--- config.mk ---
export PLATFORM = sky130hd
export DESIGN_NAME = hdlc_bit_deframer_crc_check
export DESIGN_NICKNAME = d
export VERILOG_FILES = /design/src/rtl/hdlcd_pkg.sv /design/src/rtl/hdlc_bit_deframer_crc_check.sv /design/src/rtl/hdlcd_crc16.sv /design/src/rtl/hdlcd_out_reg.sv
export SDC_FILE = /design/constraint.sdc
export NUM_CORES = 1
export LEC_CHECK = 0
export BUFFER_PORTS_ARGS = -buffer_cell sky130_fd_sc_hd__buf_2
export CELL_PAD_IN_SITES_DETAIL_PLACEMENT = 2
export CELL_PAD_IN_SITES_GLOBAL_PLACEMENT = 2
export CORE_MARGIN = 2
export CORE_UTILIZATION = 36
export CTS_CLUSTER_SIZE = 28
export DETAILED_ROUTE_END_ITERATION = 10
export PLACE_DENSITY_LB_ADDON = 0.1
export SYNTH_ARGS = -nofsm -noshare
export SYNTH_HDL_FRONTEND = slang
export SYNTH_HIERARCHICAL = 1
export SYNTH_SLANG_ARGS = --single-unit
export TNS_END_PERCENT = 20
--- constraint.sdc ---
create_clock -name i_clk -period 3.2 [get_ports i_clk]
set_clock_uncertainty 0.05 [all_clocks]
set_input_delay 0.64 -clock i_clk [delete_from_list [all_inputs] [get_ports i_clk]]
set_output_delay 0.64 -clock i_clk [all_outputs]
set_load 0.02 [all_outputs]
--- src/rtl/hdlcd_pkg.sv ---
`default_nettype none
// ----------------------------------------------------------------------------
// hdlcd_pkg
// Shared types, constants and the CRC-16/X.25 byte fold for the HDLC
// bit deframer.
// ----------------------------------------------------------------------------
package hdlcd_pkg;

    localparam int MAX_FRAME_BYTES = 512;
    localparam int BYTE_CNT_W      = $clog2(MAX_FRAME_BYTES);
    localparam int REL_W           = (BYTE_CNT_W > 9) ? BYTE_CNT_W : 9;

    localparam logic [7:0]  FLAG_PATTERN  = 8'h7e;
    localparam logic [7:0]  ABORT_MASK    = 8'h7f;
    localparam logic [7:0]  STUFF_MASK    = 8'h3f;
    localparam logic [7:0]  STUFF_PATTERN = 8'h3e;
    localparam logic [15:0] CRC_INIT      = 16'hffff;
    localparam logic [15:0] CRC_XOROUT    = 16'hffff;
    localparam logic [15:0] CRC_POLY      = 16'h8408;
    localparam logic [4:0]  MIN_LEN_RESET = 5'd6;
    localparam logic [REL_W-1:0] MAX_RELEASED = REL_W'(510);

    typedef enum logic {
        KIND_DATA   = 1'b0,
        KIND_STATUS = 1'b1
    } t_kind;

    typedef enum logic [2:0] {
        ST_GOOD     = 3'd0,
        ST_SHORT    = 3'd1,
        ST_CRC      = 3'd2,
        ST_ABORT    = 3'd3,
        ST_OVERSIZE = 3'd4
    } t_status;

    typedef struct packed {
        logic       init;
        logic       fold;
        logic [7:0] data;
    } t_crc_ctl;

    typedef struct packed {
        logic       vld;
        t_kind      kind;
        logic [7:0] data_byte;
        t_status    status;
        logic [8:0] length;
    } t_result;

    function automatic logic [15:0] crc_fold_byte(input logic [15:0] crc,
                                                  input logic [7:0]  b);
        logic [15:0] c;
        c = crc ^ {8'h00, b};
        for (int k = 0; k < 8; k++) begin
            if (c[0]) begin
                c = (c >> 1) ^ CRC_POLY;
            end else begin
                c = c >> 1;
            end
        end
        return c;
    endfunction

endpackage
`default_nettype wire

--- src/rtl/hdlc_bit_deframer_crc_check.sv ---
`default_nettype none
// ----------------------------------------------------------------------------
// hdlc_bit_deframer_crc_check
// HDLC receiver: flag search, abort and bit-stuffing removal, LSB-first byte
// assembly, two-byte FCS hold and CRC-16/X.25 check with end-of-frame status.
// ----------------------------------------------------------------------------
// One line bit is taken per beat and a new bit can be accepted every clock
// cycle unless the input stalls. Each bit passes an input register, the
// deframing logic (window compare, byte assembly, hold shift, one CRC byte
// fold) and the result register, which drives the outputs. The input stalls
// only while a result waits and a further bit is held in the input register.
// At most one result beat follows each bit: a released data byte or a frame
// status (good, short, CRC fail, abort, oversize) with the payload length.
// The minimum frame length may be rewritten only while the block is idle.
// ----------------------------------------------------------------------------
module hdlc_bit_deframer_crc_check (
    input  wire logic       i_clk,
    input  wire logic       i_rst_n,
    input  wire logic       i_valid,
    output logic            o_stall,
    input  wire logic       i_line_bit,
    input  wire logic       i_cfg_wr_en,
    input  wire logic [4:0] i_cfg_wr_data,
    output logic            o_valid,
    input  wire logic       i_stall,
    output logic            o_kind,
    output logic [7:0]      o_data_byte,
    output logic [2:0]      o_frame_status,
    output logic [8:0]      o_frame_len
);
    import hdlcd_pkg::*;

    logic                  r_in_vld;
    logic                  r_in_bit;
    logic [7:0]            r_win;
    logic                  r_open;
    logic [2:0]            r_bit_cnt;
    logic [7:0]            r_asm;
    logic [BYTE_CNT_W-1:0] r_byte_cnt;
    logic [7:0]            r_held0;
    logic [7:0]            r_held1;
    logic [4:0]            r_min_len;

    logic [7:0]            n_win;
    logic                  n_open;
    logic [2:0]            n_bit_cnt;
    logic [7:0]            n_asm;
    logic [BYTE_CNT_W-1:0] n_byte_cnt;
    logic [7:0]            n_held0;
    logic [7:0]            n_held1;

    logic                  advance;
    logic                  accept;
    logic [15:0]           crc;
    logic [15:0]           fcs;
    logic [REL_W-1:0]      cnt_ext;
    logic [REL_W-1:0]      released;
    logic                  too_short;
    t_crc_ctl              c_crc_ctl;
    t_crc_ctl              crc_ctl;
    t_result               c_res;
    t_result               out_res;

    assign advance = r_in_vld && (!o_valid || !i_stall);
    assign o_stall = r_in_vld && !advance;
    assign accept  = i_valid && !o_stall;

    always_ff @(posedge i_clk) begin
        if (!i_rst_n) begin
            r_in_vld <= 1'b0;
        end else if (accept) begin
            r_in_vld <= 1'b1;
        end else if (advance) begin
            r_in_vld <= 1'b0;
        end
    end

    always_ff @(posedge i_clk) begin
        if (accept) begin
            r_in_bit <= i_line_bit;
        end
    end

    always_ff @(posedge i_clk) begin
        if (!i_rst_n) begin
            r_min_len <= MIN_LEN_RESET;
        end else if (i_cfg_wr_en) begin
            r_min_len <= i_cfg_wr_data;
        end
    end

    assign cnt_ext   = REL_W'(r_byte_cnt);
    assign fcs       = crc ^ CRC_XOROUT;
    assign too_short = (cnt_ext < REL_W'(2)) || (cnt_ext < REL_W'(r_min_len));

    always_comb begin
        if (cnt_ext < REL_W'(2)) begin
            released = '0;
        end else if ((cnt_ext - REL_W'(2)) > MAX_RELEASED) begin
            released = MAX_RELEASED;
        end else begin
            released = cnt_ext - REL_W'(2);
        end
    end

    always_comb begin
        n_win      = {r_win[6:0], r_in_bit};
        n_open     = r_open;
        n_bit_cnt  = r_bit_cnt;
        n_asm      = r_asm;
        n_byte_cnt = r_byte_cnt;
        n_held0    = r_held0;
        n_held1    = r_held1;
        c_crc_ctl  = '0;
        c_res      = '0;
        c_res.kind   = KIND_DATA;
        c_res.status = ST_GOOD;

        if (n_win == FLAG_PATTERN) begin
            if (!r_open) begin
                n_open         = 1'b1;
                n_bit_cnt      = '0;
                n_byte_cnt     = '0;
                c_crc_ctl.init = 1'b1;
            end else begin
                n_open       = 1'b0;
                c_res.vld    = 1'b1;
                c_res.kind   = KIND_STATUS;
                c_res.length = released[8:0];
                if (too_short) begin
                    c_res.status = ST_SHORT;
                end else if (r_held0 != fcs[7:0] || r_held1 != fcs[15:8]) begin
                    c_res.status = ST_CRC;
                end else begin
                    c_res.status = ST_GOOD;
                end
            end
        end else if (r_open) begin
            if ((n_win & ABORT_MASK) == ABORT_MASK) begin
                n_open       = 1'b0;
                c_res.vld    = 1'b1;
                c_res.kind   = KIND_STATUS;
                c_res.status = ST_ABORT;
                c_res.length = released[8:0];
            end else if ((n_win & STUFF_MASK) != STUFF_PATTERN) begin
                n_asm     = {r_in_bit, r_asm[7:1]};
                n_bit_cnt = r_bit_cnt + 3'd1;
                if (n_bit_cnt == 3'd0) begin
                    if (r_byte_cnt >= BYTE_CNT_W'(MAX_FRAME_BYTES - 1)) begin
                        n_open       = 1'b0;
                        c_res.vld    = 1'b1;
                        c_res.kind   = KIND_STATUS;
                        c_res.status = ST_OVERSIZE;
                        c_res.length = released[8:0];
                    end else if (cnt_ext >= REL_W'(2)) begin
                        n_held0         = r_held1;
                        n_held1         = n_asm;
                        n_byte_cnt      = r_byte_cnt + BYTE_CNT_W'(1);
                        c_crc_ctl.fold  = 1'b1;
                        c_crc_ctl.data  = r_held0;
                        c_res.vld       = 1'b1;
                        c_res.kind      = KIND_DATA;
                        c_res.data_byte = r_held0;
                    end else begin
                        if (r_byte_cnt[0]) begin
                            n_held1 = n_asm;
                        end else begin
                            n_held0 = n_asm;
                        end
                        n_byte_cnt = r_byte_cnt + BYTE_CNT_W'(1);
                    end
                end
            end
        end
    end

    always_ff @(posedge i_clk) begin
        if (!i_rst_n) begin
            r_win      <= '0;
            r_open     <= 1'b0;
            r_bit_cnt  <= '0;
            r_asm      <= '0;
            r_byte_cnt <= '0;
        end else if (advance) begin
            r_win      <= n_win;
            r_open     <= n_open;
            r_bit_cnt  <= n_bit_cnt;
            r_asm      <= n_asm;
            r_byte_cnt <= n_byte_cnt;
        end
    end

    always_ff @(posedge i_clk) begin
        if (advance) begin
            r_held0 <= n_held0;
            r_held1 <= n_held1;
        end
    end

    assign crc_ctl = advance ? c_crc_ctl : '0;

    hdlcd_crc16 u_crc (
        .i_clk   (i_clk),
        .i_rst_n (i_rst_n),
        .i_ctl   (crc_ctl),
        .o_crc   (crc)
    );

    hdlcd_out_reg u_out (
        .i_clk   (i_clk),
        .i_rst_n (i_rst_n),
        .i_load  (advance),
        .i_res   (c_res),
        .i_stall (i_stall),
        .o_valid (o_valid),
        .o_res   (out_res)
    );

    assign o_kind         = out_res.kind;
    assign o_data_byte    = out_res.data_byte;
    assign o_frame_status = out_res.status;
    assign o_frame_len    = out_res.length;

endmodule
`default_nettype wire

--- src/rtl/hdlcd_crc16.sv ---
`default_nettype none
// ----------------------------------------------------------------------------
// hdlcd_crc16
// CRC-16/X.25 accumulator: preset on frame open, one byte folded per fold request.
// ----------------------------------------------------------------------------
module hdlcd_crc16 (
    input  wire logic                i_clk,
    input  wire logic                i_rst_n,
    input  wire hdlcd_pkg::t_crc_ctl i_ctl,
    output logic [15:0]              o_crc
);
    import hdlcd_pkg::*;

    logic [15:0] r_crc;
    logic [15:0] n_crc;

    always_comb begin
        n_crc = r_crc;
        if (i_ctl.init) begin
            n_crc = CRC_INIT;
        end else if (i_ctl.fold) begin
            n_crc = crc_fold_byte(r_crc, i_ctl.data);
        end
    end

    always_ff @(posedge i_clk) begin
        if (!i_rst_n) begin
            r_crc <= CRC_INIT;
        end else begin
            r_crc <= n_crc;
        end
    end

    assign o_crc = r_crc;

endmodule
`default_nettype wire

--- src/rtl/hdlcd_out_reg.sv ---
`default_nettype none
// ----------------------------------------------------------------------------
// hdlcd_out_reg
// Result register: holds one result beat until the receiver takes it.
// ----------------------------------------------------------------------------
module hdlcd_out_reg (
    input  wire logic               i_clk,
    input  wire logic               i_rst_n,
    input  wire logic               i_load,
    input  wire hdlcd_pkg::t_result i_res,
    input  wire logic               i_stall,
    output logic                    o_valid,
    output hdlcd_pkg::t_result      o_res
);
    import hdlcd_pkg::*;

    logic    r_vld;
    t_result r_res;

    always_ff @(posedge i_clk) begin
        if (!i_rst_n) begin
            r_vld <= 1'b0;
        end else if (i_load) begin
            r_vld <= i_res.vld;
        end else if (!i_stall) begin
            r_vld <= 1'b0;
        end
    end

    always_ff @(posedge i_clk) begin
        if (i_load) begin
            r_res <= i_res;
        end
    end

    assign o_valid = r_vld;
    assign o_res   = r_res;

endmodule
`default_nettype wire

Yosys cells after proc, flatten, opt, wreduce, memory -nomap -nowiden
Cells that the tools add are included.
{ "op_classes": {"reduce_logical": 23, "bitwise": 17, "magnitude_cmp": 5, "addsub": 3, "muxes": 82, "n_eq_ne": 10} }
{ "op_table": {"columns": ["op", "n"], "rows": [
  ["two-way mux 16 bit", 22],
  ["two-way mux 9 bit", 16],
  ["two-way mux 10 bit", 8],
  ["two-way mux 22 bit", 3],
  ["two-way mux 8 bit", 6],
  ["two-way mux 12 bit", 3],
  ["NOT 2 -> 3 bit", 8],
  ["inequality test 8 bit", 2],
  ["NOT 16 bit", 1],
  ["AND reduction 8 bit", 2],
  ["bitwise XOR 16 x 8 -> 16 bit", 1],
  ["two-way mux 3 bit", 5],
  ["two-way mux 1 bit", 12],
  ["two-way mux 2 bit", 6],
  ["two-way mux 11 bit", 1],
  ["AND reduction 5 bit", 2],
  ["nonzero test 2 bit", 5],
  ["adder 9 x 1 -> 9 bit, second input constant", 1],
  [">= comparator 9 x 2 -> 1 bit, second input constant", 1],
  [">= comparator 9 bit, second input constant", 1],
  ["greater-than comparator 9 bit, second input constant", 1],
  ["< comparator 9 x 2 -> 1 bit, second input constant", 1],
  ["< comparator 9 x 5 -> 1 bit", 1],
  ["subtractor 9 x 2 -> 9 bit, second input constant", 1],
  ["14 further kinds", 30]
]} }
{ "word_totals": {"ff_bits": 89, "out_inout_bits": 23, "inputBits": 11} }

Logic depth before layout (Yosys ltp)
{ "logic_depth": {"ltp_word": 40, "mapped_depth": 13, "mapped_depth_nobuf": 10} }

Modules after synthesis
Netlist, hierarchy kept.
{ "modules_own_cells": {"columns": ["mod", "cells_per_inst", "seq_area_each_um2", "instances", "area_each_um2"], "rows": [
  ["hdlc_bit_deframer_crc_check", 313, 1171.1, 1, 2989.1],
  ["hdlcd_crc16", 83, 320.3, 1, 899.6],
  ["hdlcd_out_reg", 26, 680.7, 1, 698.2]
]} }

Worst setup path before layout
No wires, ideal clock.
{ "synth_timing": {"path_kind": "input -> register", "from": "in i_stall", "to": "reg u_crc.r_crc[3], in the netlist u_crc/o_crc[3]", "arrival_time_ns": 3.140, "setup_slack_ns": -0.104, "n_path_buf": 2, "required_time_ns": 3.036, "stages": 8, "setup_ns": 0.114, "cell_sequence": "a21bo_2 > clkbuf_1 > inv_1 > clkbuf_1 > and3_1 > xor2_2 > xnor3_1 > a21bo_1"} }
{ "synth_rtl": {"columns": ["item", "line_no", "source"], "rows": [
  ["start, declared", "hdlc_bit_deframer_crc_check.sv:25", "input wire logic i_stall,"],
  ["end signal, assigned", "hdlcd_crc16.sv:30", "r_crc <= n_crc;"],
  ["end, declared", "hdlcd_crc16.sv:14", "logic [15:0] r_crc;"]
]} }

==> impl_results.md <==
- Syn Inst Count: 421
- Tmin final: 2944 ps
- Pin count of the biggest net entering global routing: 31
- Num rows: 41
- Fin crit share: 91.99%
- Worst setup SP type: register
- Vias post-DR: 3258
- Syn avg cell area: 10.82 µm²
- Register area: 0.002142 mm²
- Post-CTS Setup Inserts: 0
- GR Util All Layers: 18.03%
- Routed WL: 11390 µm
- Power per cell area: 430.2 mW/mm²
- CTS H-tree lvls: 3
- Combinational power share: 2.6%
- Slew Viols, Final: 0
- Root buffer cell: clkbuf_16
- CP Max Fanout: 9
- Reg power frac: 51.9%
- Critical path class: reg -> reg
- Leakage: 2.203 nW
- TritonCTS Buffers: 9
- Slew margin rel.: 63.80%
- Max-cap violations: 0
- Worst Path Arrival: 3180 ps
- DP HPWL: 8631 µm
- Cell Area, Synth: 0.004557 mm²
- Non-Filler Instances: 641
- Setup TNS: 0 ps
- Count of input and output buffers: 33
- Hold_buf cts: 0
- DR pass1 iterations: 4
- Syn Nets: 445
- Yosys Warn Count: 6
- Internal Power: 1.750 mW
- Remaining global-route overflow: 0
- Crit. End Element: register
- Unrepaired setup endpoints after global routing: no
- Fillers: 1333
- Cell total after placement: 625
- Sw frac: 22.85%
- Fin Hold WS: 416.5 ps
- Clk sink count: 88
- Die height: 116.5 µm
- Worst vdd ir: 0.0001971 V
- Routability-driven placement congestion ratio: 0.8078
- Initial antenna violation count: 0
- Area Growth Syn to Fin: 15.71%
- Drt via density: 5.083
- Share of layout cells above drive strength 1: 19.62%
- Worst endpoint required time: 3440 ps
- Worst Max-Slew Pin Slew: 536.3 ps
- Core box area: 0.01247 mm²
- Drc violations: 0
- Fmax: 339.7 MHz
- ANT nets after route: 0
- First-pass GRT wire length: 18300 µm
- Routed len/inst: 17.77 µm
- Die area: 0.01357 mm²
- Vias in the first global route: 3358
- Status: finished, final reports clean
- NetSw: 0.5183 mW
- Hold Path Class: in -> reg
- PostCTS Resize Cnt: 0
- Drt first-iter violations: 96
- Antenna diode count: 0
- Final setup violation count: 0
- Clk pwr share: 45.6%
- I/O pin total: 34
- Starting Density: 36.56%
- Hold Vio Cnt, Final: 0
- Die W: 116.5 µm
- Final #Nets: 488
- CTS max path bufs: 2
- Clock Latency Late Sink: 350 ps
- Multi-input logic area: 0.002253 mm²
- CTS tree: built
- Clock-pin transition on the worst setup and hold timing paths: 70 ps
-- registers in the layout, summed over array words and instances (netlist names), 5 cells and up --
signal       flops
r_held0          8
r_min_len        5
r_asm            7
u_crc/o_crc     16
r_held1          8
u_out/o_res     21
cnt_ext          9
r_win            7
-- cells in the final DEF (no fill, tap or decap), types with 20 or more instances in the layout --
master / n
xor2_1: 24
dfxtp_1: 50
buf_2: 33
a21oi_1: 21
edfxtp_1: 38
buf_4: 20
nand2_1: 37
nor2_1: 20
-- layout make-up --
cell class | count | area share [%]
Clock buffer | 10 | 4.533
Clock inverter | 6 | 0.9018
Inverter | 16 | 1.139
Multi-Input combinational cell | 296 | 42.74
Sequential cell | 88 | 40.63
Tap cell | 172 | 4.082
Timing Repair Buffer | 53 | 5.980
-- path summary, 6_finish.rpt --
check | from | end | slack (ps) | cells after the start
hold reg to reg | r_asm[1]$_SDFFE_PN0P_ | r_held1[0]$_DFFE_PP_ | 430 | 0
setup / recovery | cnt_ext[0]$_SDFFE_PN0P_ | u_crc/o_crc[9]$_SDFFE_PP1P_ | 260 | 10
setup reg to reg | cnt_ext[0]$_SDFFE_PN0P_ | u_crc/o_crc[9]$_SDFFE_PP1P_ | 260 | 10
hold / removal | i_line_bit | r_in_bit$_DFFE_PP_ | 420 | 1
-- worst max-delay path, cell delays in order (launching register included) --
cell,delay [ps]
dfxtp_1,360
ha_1,250
nand2_1,90
nor3_1,60
ha_1,210
a311oi_4,280
and4_1,430
and3_1,280
xor2_1,280
xnor3_1,450
a21oi_1,140
-- power groups by stage --
stage	Clock, mW	Sequential [mW]	Combinational [mW]
6_report	1.03	1.18	0.0580
5_1_grt	1.09	1.18	0.0655
4_1_cts	1.06	1.18	0.0599
3_5_place_dp	0	1.20	0.0597
3_3_place_gp	0	1.20	0.0573
2_1_floorplan	0	1.20	0.0356
-- metal layers --
layer | track usage, % | up-vias | wire length [µm]
li1 | - | 1587 | -
met1 | 24.39 | 1613 | 5481
met2 | 29.26 | 45 | 5348
met3 | 2.698 | 13 | 361
met4 | 6.905 | 0 | 197
met5 | 0 | - | 0
-- stage by stage --
stage	total power, mW	setup WS, ps	utilization [%]	cell area (µm²)
after CTS	2.296	249.8	42.30	5273
after floorplan	1.236	234.3	-	4558
after global placement	1.259	359.4	40.00	4986
after detailed placement	1.262	292.3	40.00	4986
after global routing	2.336	71.95	42.30	5273
final	2.268	256.3	42.30	5273
Note: power is estimated with default switching activity, not from simulation.
